[config.mk]
export PLATFORM = sky130hd
export DESIGN_NAME = least_loaded_server_dispatch_core
export DESIGN_NICKNAME = d
export VERILOG_FILES = /design/src/rtl/core/llsd_pkg.sv /design/src/rtl/core/least_loaded_server_dispatch_core.sv
export VERILOG_INCLUDE_DIRS = /design/src /design/src/rtl/core
export SDC_FILE = /design/constraint.sdc
export NUM_CORES = 1
export LEC_CHECK = 0
export ABC_AREA = 1
export BUFFER_PORTS_ARGS = -buffer_cell sky130_fd_sc_hd__buf_2
export CAP_MARGIN = 15
export CORE_MARGIN = 2
export CORE_UTILIZATION = 47
export CTS_CLUSTER_DIAMETER = 200
export DETAILED_ROUTE_END_ITERATION = 16
export SLEW_MARGIN = 10
export SYNTH_ARGS = -nofsm -noshare
export SYNTH_HDL_FRONTEND = slang
export SYNTH_SLANG_ARGS = --single-unit
export TNS_END_PERCENT = 50
[constraint.sdc]
create_clock -name clock -period 8.35 [get_ports clock]
set_input_delay 1.2525 -clock clock [delete_from_list [all_inputs] [get_ports clock]]
set_output_delay 1.2525 -clock clock [all_outputs]
set_load 0.01 [all_outputs]
[src/rtl/core/least_loaded_server_dispatch_core_assert.svh]
// Assertion macros for the least-loaded server dispatch core.
// No dependencies; taken in by `include in the files that assert.
`ifndef LEAST_LOADED_SERVER_DISPATCH_CORE_ASSERT_SVH
`define LEAST_LOADED_SERVER_DISPATCH_CORE_ASSERT_SVH

`ifndef SYNTH

// Condition implies consequence in the same cycle
`define LLSD_ASSERT_NOW(label, clk, rst, ante, cons) \
   label: assert property (@(posedge clk) disable iff (rst) (ante) |-> (cons)) \
      else $error("llsd assertion failed");

// Condition implies consequence in the next cycle
`define LLSD_ASSERT_NEXT(label, clk, rst, ante, cons) \
   label: assert property (@(posedge clk) disable iff (rst) (ante) |=> (cons)) \
      else $error("llsd assertion failed");

`else

`define LLSD_ASSERT_NOW(label, clk, rst, ante, cons)
`define LLSD_ASSERT_NEXT(label, clk, rst, ante, cons)

`endif

`endif

[src/rtl/core/llsd_pkg.sv]
// Shared types and fixed widths for the least-loaded server dispatch core.
// No dependencies.
`timescale 1ns / 1ps

package llsd_pkg;

   // Field widths fixed by the interface
   localparam int JOB_W      = 16;
   localparam int TIME_W     = 26;
   localparam int SUM_W      = 36;
   localparam int AVG_W      = 34;
   localparam int FRAC_W     = 8;
   localparam int IDX_OUT_W  = 4;
   localparam int CFG_W      = 5;

   // Average divider: dividend is the wait sum with fractional bits appended
   localparam int DVD_W      = SUM_W + FRAC_W;
   localparam int DIV_CNT_W  = 6;

   // Configuration port
   localparam int CSR_ADDR_W = 3;
   localparam int CSR_DATA_W = 32;
   localparam logic [CSR_ADDR_W-3:0] REG_SERVERS_IN_USE = 1'd0;
   localparam logic [CFG_W-1:0] SERVERS_RESET = 5'd1;

   // Saturation limits
   localparam logic [TIME_W-1:0] TIME_MAX = {TIME_W{1'b1}};
   localparam logic [SUM_W-1:0]  SUM_MAX  = {SUM_W{1'b1}};
   localparam logic [AVG_W-1:0]  AVG_MAX  = {AVG_W{1'b1}};

   typedef struct packed {
      logic [JOB_W-1:0] job_time;
      logic             last_job;
   } req_payload_type;

   typedef struct packed {
      logic [IDX_OUT_W-1:0] server_index;
      logic [TIME_W-1:0]    finish_time;
      logic [TIME_W-1:0]    wait_time;
      logic                 batch_done;
      logic [TIME_W-1:0]    makespan;
      logic [AVG_W-1:0]     average_wait;
      logic                 overflow;
   } rsp_payload_type;

endpackage

[src/rtl/core/least_loaded_server_dispatch_core.sv]
// Least-loaded server dispatch: sequencer, load memory, scan comparator and
// restoring divider for the batch average. Depends on llsd_pkg and the
// assertion macro header.
`timescale 1ns / 1ps

// Each job goes to the active server with the smallest accumulated load (ties
// to the lowest index); the result gives the server, finish time and wait.
// Loads sit in a memory with one registered read port, and one comparator
// walks the active servers one per cycle; an ordinary job then passes the
// add, wait, sum and output states. The job marked last also runs the
// bit-serial division of the wait sum by the job count (44 quotient bits,
// one per cycle). Results go to an output register, so the next job is taken
// while a result waits.
// Batch-end clearing of the loads happens at once through per-entry valid
// bits; there is no clearing pass after reset.

`include "least_loaded_server_dispatch_core_assert.svh"

module least_loaded_server_dispatch_core
   import llsd_pkg::*;
#(
   parameter int MAX_SERVERS = 16,
   parameter int MAX_JOBS    = 1024
) (
   input  logic                  clock,
   input  logic                  reset,
   input  logic                  req_valid,
   output logic                  req_stall,
   input  req_payload_type       req_data,
   output logic                  rsp_valid,
   input  logic                  rsp_stall,
   output rsp_payload_type       rsp_data,
   input  logic                  csr_psel,
   input  logic                  csr_penable,
   input  logic                  csr_pwrite,
   input  logic [CSR_ADDR_W-1:0] csr_paddr,
   input  logic [CSR_DATA_W-1:0] csr_pwdata,
   output logic [CSR_DATA_W-1:0] csr_prdata,
   output logic                  csr_pready
);

   localparam int IDX_W = (MAX_SERVERS > 1) ? $clog2(MAX_SERVERS) : 1;
   localparam int CNT_W = $clog2(MAX_SERVERS + 1);
   localparam int JC_W  = $clog2(MAX_JOBS + 1);
   localparam logic [JC_W-1:0] JOBS_LIMIT = JC_W'(MAX_JOBS);
   localparam logic [DIV_CNT_W-1:0] DIV_LAST = DIV_CNT_W'(DVD_W - 1);

   // Sequencer states
   localparam logic [3:0] ST_IDLE  = 4'd0;
   localparam logic [3:0] ST_SCAN  = 4'd1;
   localparam logic [3:0] ST_ADD   = 4'd2;
   localparam logic [3:0] ST_WAIT  = 4'd3;
   localparam logic [3:0] ST_SUM   = 4'd4;
   localparam logic [3:0] ST_DINIT = 4'd5;
   localparam logic [3:0] ST_DIV   = 4'd6;
   localparam logic [3:0] ST_DFIN  = 4'd7;
   localparam logic [3:0] ST_OUT   = 4'd8;

   // Control registers
   logic [3:0]             state_ff, state_in;
   logic [CFG_W-1:0]       srv_cfg_ff, srv_cfg_in;
   logic [CNT_W-1:0]       n_ff, n_in;
   logic [CNT_W-1:0]       rd_idx_ff, rd_idx_in;
   logic                   data_live_ff, data_live_in;
   logic [MAX_SERVERS-1:0] load_vld_ff, load_vld_in;
   logic [TIME_W-1:0]      max_finish_ff, max_finish_in;
   logic [SUM_W-1:0]       wait_sum_ff, wait_sum_in;
   logic [JC_W-1:0]        job_count_ff, job_count_in;
   logic                   ovf_ff, ovf_in;
   logic [DIV_CNT_W-1:0]   div_cnt_ff, div_cnt_in;
   logic                   rsp_valid_ff, rsp_valid_in;

   // Payload registers
   logic [JOB_W-1:0]       job_ff, job_in;
   logic                   last_ff, last_in;
   logic [IDX_W-1:0]       data_idx_ff, data_idx_in;
   logic [IDX_W-1:0]       best_ff, best_in;
   logic [TIME_W-1:0]      best_load_ff, best_load_in;
   logic [TIME_W-1:0]      finish_ff, finish_in;
   logic [TIME_W-1:0]      wait_ff, wait_in;
   logic [DVD_W-1:0]       dq_ff, dq_in;
   logic [JC_W-1:0]        rem_ff, rem_in;
   logic [AVG_W-1:0]       avg_ff, avg_in;
   rsp_payload_type        rsp_data_ff, rsp_data_in;

   // Load memory with registered read
   logic [TIME_W-1:0]      load_mem [MAX_SERVERS];
   logic [TIME_W-1:0]      rdata_ff;
   logic                   rvalid_ff;

   logic                   req_xfer;
   logic                   csr_wr;
   logic                   rd_en;
   logic                   mem_wr;
   logic [CNT_W-1:0]       n_last;
   logic [TIME_W-1:0]      cand_load;
   logic [TIME_W:0]        load_sum;
   logic [TIME_W-1:0]      finish_sat;
   logic [SUM_W:0]         wsum_add;
   logic [JC_W:0]          rem_shift;
   logic [JC_W:0]          rem_diff;
   logic                   rem_ge;
   logic                   out_load;

   assign req_xfer   = req_valid && !req_stall;
   assign req_stall  = (state_ff != ST_IDLE);
   assign rsp_valid  = rsp_valid_ff;
   assign rsp_data   = rsp_data_ff;
   assign csr_pready = 1'b1;
   assign csr_wr     = csr_psel && csr_penable && csr_pwrite
                       && (csr_paddr[CSR_ADDR_W-1:2] == REG_SERVERS_IN_USE);
   assign csr_prdata = CSR_DATA_W'(srv_cfg_ff);

   // Scan datapath: one read issued per cycle, compared in the cycle after
   assign rd_en     = (state_ff == ST_SCAN) && (rd_idx_ff < n_ff);
   assign n_last    = n_ff - CNT_W'(1);
   assign cand_load = rvalid_ff ? rdata_ff : '0;

   // Load add with saturation
   assign load_sum   = (TIME_W+1)'(best_load_ff) + (TIME_W+1)'(job_ff);
   assign finish_sat = load_sum[TIME_W] ? TIME_MAX : load_sum[TIME_W-1:0];
   assign mem_wr     = (state_ff == ST_ADD);

   assign wsum_add = (SUM_W+1)'(wait_sum_ff) + (SUM_W+1)'(wait_ff);

   // Restoring divider step
   assign rem_shift = {rem_ff, dq_ff[DVD_W-1]};
   assign rem_diff  = rem_shift - {1'b0, job_count_ff};
   assign rem_ge    = (rem_shift >= {1'b0, job_count_ff});

   assign out_load  = (state_ff == ST_OUT) && (!rsp_valid_ff || !rsp_stall);

   always_comb begin
      state_in      = state_ff;
      srv_cfg_in    = csr_wr ? csr_pwdata[CFG_W-1:0] : srv_cfg_ff;
      n_in          = n_ff;
      rd_idx_in     = rd_idx_ff;
      data_live_in  = rd_en;
      data_idx_in   = rd_idx_ff[IDX_W-1:0];
      load_vld_in   = load_vld_ff;
      max_finish_in = max_finish_ff;
      wait_sum_in   = wait_sum_ff;
      job_count_in  = job_count_ff;
      ovf_in        = ovf_ff;
      div_cnt_in    = div_cnt_ff;
      rsp_valid_in  = rsp_valid_ff && rsp_stall;
      job_in        = job_ff;
      last_in       = last_ff;
      best_in       = best_ff;
      best_load_in  = best_load_ff;
      finish_in     = finish_ff;
      wait_in       = wait_ff;
      dq_in         = dq_ff;
      rem_in        = rem_ff;
      avg_in        = avg_ff;
      rsp_data_in   = rsp_data_ff;
      if (rd_en) begin
         rd_idx_in = rd_idx_ff + CNT_W'(1);
      end
      case (state_ff)
         ST_IDLE: begin
            // Take the job and clamp the active server count
            if (req_xfer) begin
               job_in    = req_data.job_time;
               last_in   = req_data.last_job;
               rd_idx_in = '0;
               if (srv_cfg_ff == '0) begin
                  n_in = CNT_W'(1);
               end else if (32'(srv_cfg_ff) > MAX_SERVERS) begin
                  n_in = CNT_W'(MAX_SERVERS);
               end else begin
                  n_in = CNT_W'(srv_cfg_ff);
               end
               state_in = ST_SCAN;
            end
         end
         ST_SCAN: begin
            // Keep the first strictly smaller load; index 0 seeds the search
            if (data_live_ff) begin
               if ((data_idx_ff == '0) || (cand_load < best_load_ff)) begin
                  best_in      = data_idx_ff;
                  best_load_in = cand_load;
               end
               if (data_idx_ff == n_last[IDX_W-1:0]) begin
                  state_in = ST_ADD;
               end
            end
         end
         ST_ADD: begin
            finish_in = finish_sat;
            load_vld_in[best_ff] = 1'b1;
            if (load_sum[TIME_W]) begin
               ovf_in = 1'b1;
            end
            state_in = ST_WAIT;
         end
         ST_WAIT: begin
            wait_in = finish_ff - TIME_W'(job_ff);
            if (finish_ff > max_finish_ff) begin
               max_finish_in = finish_ff;
            end
            state_in = ST_SUM;
         end
         ST_SUM: begin
            // Accumulate wait and count the job, both saturating
            if (wsum_add[SUM_W]) begin
               wait_sum_in = SUM_MAX;
               ovf_in      = 1'b1;
            end else begin
               wait_sum_in = wsum_add[SUM_W-1:0];
            end
            if (job_count_ff < JOBS_LIMIT) begin
               job_count_in = job_count_ff + JC_W'(1);
            end else begin
               ovf_in = 1'b1;
            end
            avg_in   = '0;
            state_in = last_ff ? ST_DINIT : ST_OUT;
         end
         ST_DINIT: begin
            dq_in      = {wait_sum_ff, {FRAC_W{1'b0}}};
            rem_in     = '0;
            div_cnt_in = '0;
            state_in   = ST_DIV;
         end
         ST_DIV: begin
            // One quotient bit per cycle
            rem_in     = rem_ge ? rem_diff[JC_W-1:0] : rem_shift[JC_W-1:0];
            dq_in      = {dq_ff[DVD_W-2:0], rem_ge};
            div_cnt_in = div_cnt_ff + DIV_CNT_W'(1);
            if (div_cnt_ff == DIV_LAST) begin
               state_in = ST_DFIN;
            end
         end
         ST_DFIN: begin
            if (|dq_ff[DVD_W-1:AVG_W]) begin
               avg_in = AVG_MAX;
               ovf_in = 1'b1;
            end else begin
               avg_in = dq_ff[AVG_W-1:0];
            end
            state_in = ST_OUT;
         end
         ST_OUT: begin
            // Hand the result to the output register, then clear on batch end
            if (out_load) begin
               rsp_valid_in              = 1'b1;
               rsp_data_in.server_index  = IDX_OUT_W'(best_ff);
               rsp_data_in.finish_time   = finish_ff;
               rsp_data_in.wait_time     = wait_ff;
               rsp_data_in.batch_done    = last_ff;
               rsp_data_in.makespan      = last_ff ? max_finish_ff : '0;
               rsp_data_in.average_wait  = avg_ff;
               rsp_data_in.overflow      = ovf_ff;
               if (last_ff) begin
                  load_vld_in   = '0;
                  max_finish_in = '0;
                  wait_sum_in   = '0;
                  job_count_in  = '0;
                  ovf_in        = 1'b0;
               end
               state_in = ST_IDLE;
            end
         end
         default: begin
            state_in = ST_IDLE;
         end
      endcase
   end

   // Control state
   always_ff @(posedge clock) begin
      if (reset) begin
         state_ff      <= ST_IDLE;
         srv_cfg_ff    <= SERVERS_RESET;
         n_ff          <= CNT_W'(1);
         rd_idx_ff     <= '0;
         data_live_ff  <= 1'b0;
         load_vld_ff   <= '0;
         max_finish_ff <= '0;
         wait_sum_ff   <= '0;
         job_count_ff  <= '0;
         ovf_ff        <= 1'b0;
         div_cnt_ff    <= '0;
         rsp_valid_ff  <= 1'b0;
      end else begin
         state_ff      <= state_in;
         srv_cfg_ff    <= srv_cfg_in;
         n_ff          <= n_in;
         rd_idx_ff     <= rd_idx_in;
         data_live_ff  <= data_live_in;
         load_vld_ff   <= load_vld_in;
         max_finish_ff <= max_finish_in;
         wait_sum_ff   <= wait_sum_in;
         job_count_ff  <= job_count_in;
         ovf_ff        <= ovf_in;
         div_cnt_ff    <= div_cnt_in;
         rsp_valid_ff  <= rsp_valid_in;
      end
   end

   // Payload registers
   always_ff @(posedge clock) begin
      job_ff       <= job_in;
      last_ff      <= last_in;
      data_idx_ff  <= data_idx_in;
      best_ff      <= best_in;
      best_load_ff <= best_load_in;
      finish_ff    <= finish_in;
      wait_ff      <= wait_in;
      dq_ff        <= dq_in;
      rem_ff       <= rem_in;
      avg_ff       <= avg_in;
      rsp_data_ff  <= rsp_data_in;
   end

   // Load memory: write the chosen server, read the scan address
   always_ff @(posedge clock) begin
      if (mem_wr) begin
         load_mem[best_ff] <= finish_sat;
      end
      if (rd_en) begin
         rdata_ff  <= load_mem[rd_idx_ff[IDX_W-1:0]];
         rvalid_ff <= load_vld_ff[rd_idx_ff[IDX_W-1:0]];
      end
   end

   // Checks
   `LLSD_ASSERT_NEXT(a_accept_starts_scan, clock, reset, req_xfer, state_ff == ST_SCAN)
   `LLSD_ASSERT_NOW(a_scan_in_range, clock, reset, state_ff == ST_SCAN,
      (rd_idx_ff <= n_ff) && (n_ff != '0) && (32'(n_ff) <= MAX_SERVERS))
   `LLSD_ASSERT_NOW(a_best_active, clock, reset, state_ff == ST_ADD,
      32'(best_ff) < 32'(n_ff))
   `LLSD_ASSERT_NEXT(a_batch_cleared, clock, reset, out_load && last_ff,
      (job_count_ff == '0) && !ovf_ff && (load_vld_ff == '0) && (wait_sum_ff == '0))

endmodule

After elaboration in Yosys (flattened, before gate mapping)
Memory sizes are Yosys's and may differ from the RTL's. A register that Yosys moved wholly into a read port is not among the register bits.
Cells that the tools add are included.

cells by class
  add/sub/neg operators = 8
  order comparisons = 9
  equal/unequal tests = 21
  mux-type cells = 50
  bitwise logic cells = 2
  reduce and logical (&&, ||, !) cells = 33

operator list
  operator                                                          count
  26-bit two-way mux                                                5
  36-bit two-way mux                                                3
  44-bit one-hot mux with 2 select lines                            1
  36-bit one-hot mux with 2 select lines                            1
  34-bit one-hot mux with 2 select lines                            1
  26-bit one-hot mux with 2 select lines                            1
  11-bit two-way mux                                                4
  11-bit one-hot mux with 2 select lines                            2
  36-bit by 26-bit adder with 37-bit output                         1
  4-bit one-hot mux with 9 select lines                             1
  34-bit two-way mux                                                1
  16-bit two-way mux                                                2
  16-bit one-hot mux with 2 select lines                            1
  26-bit by 16-bit adder with 27-bit output                         1
  26-bit > comparator                                               1
  26-bit < comparator                                               1
  26-bit by 16-bit subtractor with 26-bit output                    1
  5-bit two-way mux                                                 5
  4-bit two-way mux                                                 6
  4-bit by 3-bit == test with 1-bit output (second input constant)  4
  2-bit inequality test (second input constant)                     8
  16-bit OR                                                         1
  12-bit by 11-bit >= comparator with 1-bit output                  1
  1-bit two-way mux                                                 12
  35 further kinds                                                  58

word-level totals
  register bits after elaboration = 428
  bits in writable memories = 416
  input port bits = 59
  output and inout port bits = 153
  memories = 1

memories
  name      depth  width  read ports  clocked after memory_dff  write ports  RTL line                                 text
  load_mem  16     26     1           1                         1            least_loaded_server_dispatch_core.sv:87  logic [TIME_W-1:0] load_mem [MAX_SERVERS];

Logic depth before layout (Yosys ltp)
  depth after elaboration = 6
  depth in mapped cells = 16

Worst setup path after synthesis
Ideal clock, no wire load.

  kind = input port to flip-flop
  start point = in rsp_stall
  end point = reg rsp_data_ff, in the netlist rsp_data[0] (enable)
  arrival time = 6.390 ns
  required time = 7.753 ns
  slack = 1.363 ns
  stages on the path = 3
  buffers on the path = 0
  cell sequence = nand2_1 -> inv_1 -> nor2_1

on the way
  word-level cells in the longest chain between the ends = 4

ends and longest elaborated chain
  element                               RTL line                                  text
  start: declaration                    least_loaded_server_dispatch_core.sv:31   input logic rsp_stall,
  1-bit logical NOT                     least_loaded_server_dispatch_core.sv:131  assign out_load = (state_ff == ST_OUT) && (!rsp_valid_ff || !rsp_stall);
  1-bit logical OR                      least_loaded_server_dispatch_core.sv:131
  1-bit logical AND                     least_loaded_server_dispatch_core.sv:131
  2-bit AND reduction (no source line)  n/a
  end signal: assignment                least_loaded_server_dispatch_core.sv:314  rsp_data_ff <= rsp_data_in;
  end: declaration                      least_loaded_server_dispatch_core.sv:84   rsp_payload_type rsp_data_ff, rsp_data_in;

No other way between the ends.
A chain may end at the register's enable or synchronous reset.

Worst setup path after layout
  start point = reg job_ff[3]
  end point = mem load_mem[10][24] (data pin)

on the way
  word-level cells in the longest chain between the ends = 2

ends and longest elaborated chain
  element                                    RTL line                                  text
  start: declaration                         least_loaded_server_dispatch_core.sv:74   logic [JOB_W-1:0] job_ff, job_in;
  start signal: assignment                   least_loaded_server_dispatch_core.sv:304  job_ff <= job_in;
  26-bit by 16-bit adder with 27-bit output  least_loaded_server_dispatch_core.sv:120  assign load_sum = (TIME_W+1)'(best_load_ff) + (TIME_W+1)'(job_ff);
  26-bit two-way mux                         least_loaded_server_dispatch_core.sv:121  assign finish_sat = load_sum[TIME_W] ? TIME_MAX : load_sum[TIME_W-1:0];
  named net finish_sat[24]                   least_loaded_server_dispatch_core.sv:98   logic [TIME_W-1:0] finish_sat;
  end: declaration                           least_loaded_server_dispatch_core.sv:87

The timed path passes the listed nets, and every way through them passes these cells.

==> impl_metrics.json <==
{
  "yosys_warnings": 0,
  "overflow": 0,
  "wirelength_mm": 99.9,
  "die_y_um": 292,
  "setup_viol": 0,
  "arrival_ns": 3.72,
  "multi_input_area_sq_um": 12100,
  "cts_sinks": 870,
  "grt_setup_unrepaired": "no",
  "finalCriticalPeriod_ns": 3.56,
  "cp.required_ns": 8.51,
  "cts_made_buffers": 90,
  "ios": 212,
  "cp-start-kind": "register",
  "cts.clk_slew.worst_paths_ns": 0.06,
  "fillers": 7170,
  "place_congestion": 0.923,
  "cts_tree": "done",
  "clock_latency_ns": 0.67,
  "hp-start": "rd_idx_ff[2]$_SDFF_PP0_",
  "reg2reg_slack_ns": 4.79,
  "timing.rr.start": "job_ff[3]$_DFFE_PP_",
  "yosysTopAreaCell": "edfxtp_1",
  "r2r_end": "load_mem[10][24]$_DFFE_PP_",
  "synth_ff_type": "edfxtp_1",
  "cp-end-kind": "register",
  "via_count": 26848,
  "fmax_ghz": 0.281,
  "post_cts_buffers": 0,
  "core_area_sq_um": 82100,
  "period_share_pct": 42.6,
  "crit_path_max_fanout": 17,
  "holdBufCountCts": 0,
  "dr.pass1.iters": 5,
  "p_leak_nw": 17.1,
  "hold_violations": 0,
  "grt_pass1_vias": 25392,
  "die_w_um": 292,
  "hp-class": "reg -> reg",
  "pre_cts_ws_ns": 4.51,
  "yosys-top-cells-area": "edfxtp_1 (58%), dfxtp_1 (6.2%), nand2_1 (6.1%)",
  "syn_area_sq_um": 39000,
  "power_density_nw_per_um2": 225,
  "grt_max_degree": 98,
  "cp-startpoint": "job_ff[3]$_DFFE_PP_",
  "tightest_slew_ns": 1.18,
  "outcome": "completed",
  "io_buffers": 154,
  "ctsResizeCount": 0,
  "antenna_left": 0,
  "hold_end": "data_idx_ff[2]$_DFF_P_",
  "drc": 0,
  "fin_setup_tns_ns": 0,
  "async_reset_ff_share_pct": 0,
  "areaGrowthSynthToFinish_pct": 12.5,
  "ir_drop_mv": 0.181,
  "crit_type": "reg -> reg",
  "holdPathStages": 0,
  "synthCells": 3681,
  "cts_buffer_depth": 3,
  "vias_per_cell": 5.40,
  "seqCellArea_sq_um": 24900,
  "slew_violations": 0,
  "nets": 4020,
  "core.rowCount": 105,
  "first_iter_violations": 2189,
  "seq_area_frac_synth_pct": 63.9,
  "drive_above_1_share_pct": 10.3,
  "initial_utilization_pct": 47.5,
  "antenna_found_initial": 0,
  "worst_slack_ns": 4.79,
  "synth-edff-count": 749,
  "wl_per_cell_um": 20.1,
  "total_power_mw": 9.89,
  "synth.distinct_cells": 61,
  "yosys.area.top_type_share_pct": 57.7,
  "synth_seq_cells": 870,
  "relSlewSlack_pct": 21.2,
  "groute.usage.overall_pct": 23.1,
  "syn_area_per_cell_sq_um": 10.6,
  "fin_skew_ns": 0.0311,
  "dpl.hpwl_mm": 63.1,
  "htreeDepth": 3,
  "grt_first_pass_wirelength_mm": 150,
  "cts_root_buf": "clkbuf_16",
  "die_area_sq_um": 85300,
  "cap_violations": 0,
  "reg2reg_depth": 9
}
[flip-flops by register name (all words and copies together) (netlist names), 4 cells and up]
name,cells
load_mem,416
rsp_data,118
dq_ff,44
wait_sum_ff,36
avg_ff,34
best_load_ff,26
finish_ff,26
max_finish_ff,26
rdata_ff,26
wait_ff,26
job_ff,16
load_vld_ff,16
job_count_ff,11
rem_ff,11
div_cnt_ff,6
n_ff,5
rd_idx_ff,5
srv_cfg_ff,5
best_ff,4
data_idx_ff,4
state_ff,4
[per-stage QoR]
stage	utilization, %	cell area, sq um	hold slack (ns)	cells
2_1_floorplan	-	39100	0.353	3707
3_3_place_gp	49.8	40900	0.400	4807
3_5_place_dp	49.8	40900	0.398	4807
4_1_cts	53.4	43900	0.407	4975
5_1_grt	53.4	43900	0.418	4975
6_report	53.4	43900	0.407	4976
[critical path: stages, from the launching register on]
cell and delay [ns]:
edfxtp_1 0.44, ha_1 0.41, a21oi_1 0.20, nand2_1 0.10, a21boi_1 0.31, o21ai_1 0.22
nand3_1 0.14, nand2_1 0.21, inv_2 0.35, nand3_1 0.68
[layout by cell type (no fill, tap or decap), drive strengths merged, types with 42 or more instances in the layout]
master	instances
edfxtp	749
nand2	645
nor2	412
inv	386
o21ai	371
buf	195
a21oi	169
nand3	162
ha	128
dfxtp	121
clkbuf	118
o22ai	64
nor3	55
xor2	49
o221ai	42
[Yosys cell counts (3+ instances only)]
library cell / n
edfxtp_1: 749
nand2_1: 638
nor2_1: 408
inv_1: 371
o21ai_0: 367
a21oi_1: 169
nand3_1: 160
ha_1: 128
dfxtp_1: 121
clkbuf_1: 112
o22ai_1: 64
nor3_1: 52
xor2_1: 49
o221ai_1: 42
buf_4: 29
nand4_1: 23
a22oi_1: 16
o211ai_1: 16
or2_2: 16
xnor2_1: 15
nor4_1: 14
o21a_1: 13
buf_1: 10
buf_2: 10
inv_2: 9
nand3b_1: 6
a21o_1: 5
clkinv_1: 5
nand2_2: 5
a211oi_1: 4
a31oi_1: 4
fa_1: 4
o21bai_1: 4
a21boi_0: 3
and2_1: 3
buf_6: 3
[layout make-up]
cell class | count | share of cell area (%)
clock buffers | 118 | 5.58
flip-flops and latches | 870 | 56.8
clock inverters | 50 | 1.22
well taps | 1070 | 3.05
multi-input cells | 2287 | 27.6
inverters | 385 | 3.31
diodes | 1 | 0.00570
repair buffers | 195 | 2.46
[worst max-delay path by stage]
stage / endpoint / cells after the start
2_1_floorplan: rsp_data[0]$_DFFE_PP_ / 3
3_3_place_gp: job_count_ff[2]$_SDFFE_PP0P_ / 7
3_5_place_dp: job_count_ff[2]$_SDFFE_PP0P_ / 7
4_1_cts: load_mem[15][24]$_DFFE_PP_ / 12
5_1_grt: load_mem[3][25]$_DFFE_PP_ / 9
6_report: load_mem[10][24]$_DFFE_PP_ / 9
[layer usage]
metal | vias to the layer above | routed length [um] | track usage (%)
met3 | 188 | 5420 | 3.27
li1 | 13043 | - | -
met4 | 0 | 3250 | 7.61
met5 | - | 0 | 0
met1 | 12851 | 43300 | 30.6
met2 | 766 | 47900 | 39.2
[power breakdown]
group | internal (mW) | switching [mW] | total, mW
Sequential | 4.89 | 0.0952 | 4.98
Combinational | 0.249 | 0.625 | 0.874
Clock | 2.33 | 1.70 | 4.03
Total | 7.47 | 2.42 | 9.89
[kinds of logic (layout without fill, tap and decap cells)]
family	count (synthesis)	in the layout	synth area share, %
flops	870	870	63.9
compound gates	720	720	10.4
other cells	2	29	0.0193
xor+xnor	64	64	1.44
simple gates	1343	1343	14.3
fa+ha+maj	132	132	4.31
buf+inv	550	748	5.67
No activity file was read; power rests on OpenSTA's default activity.
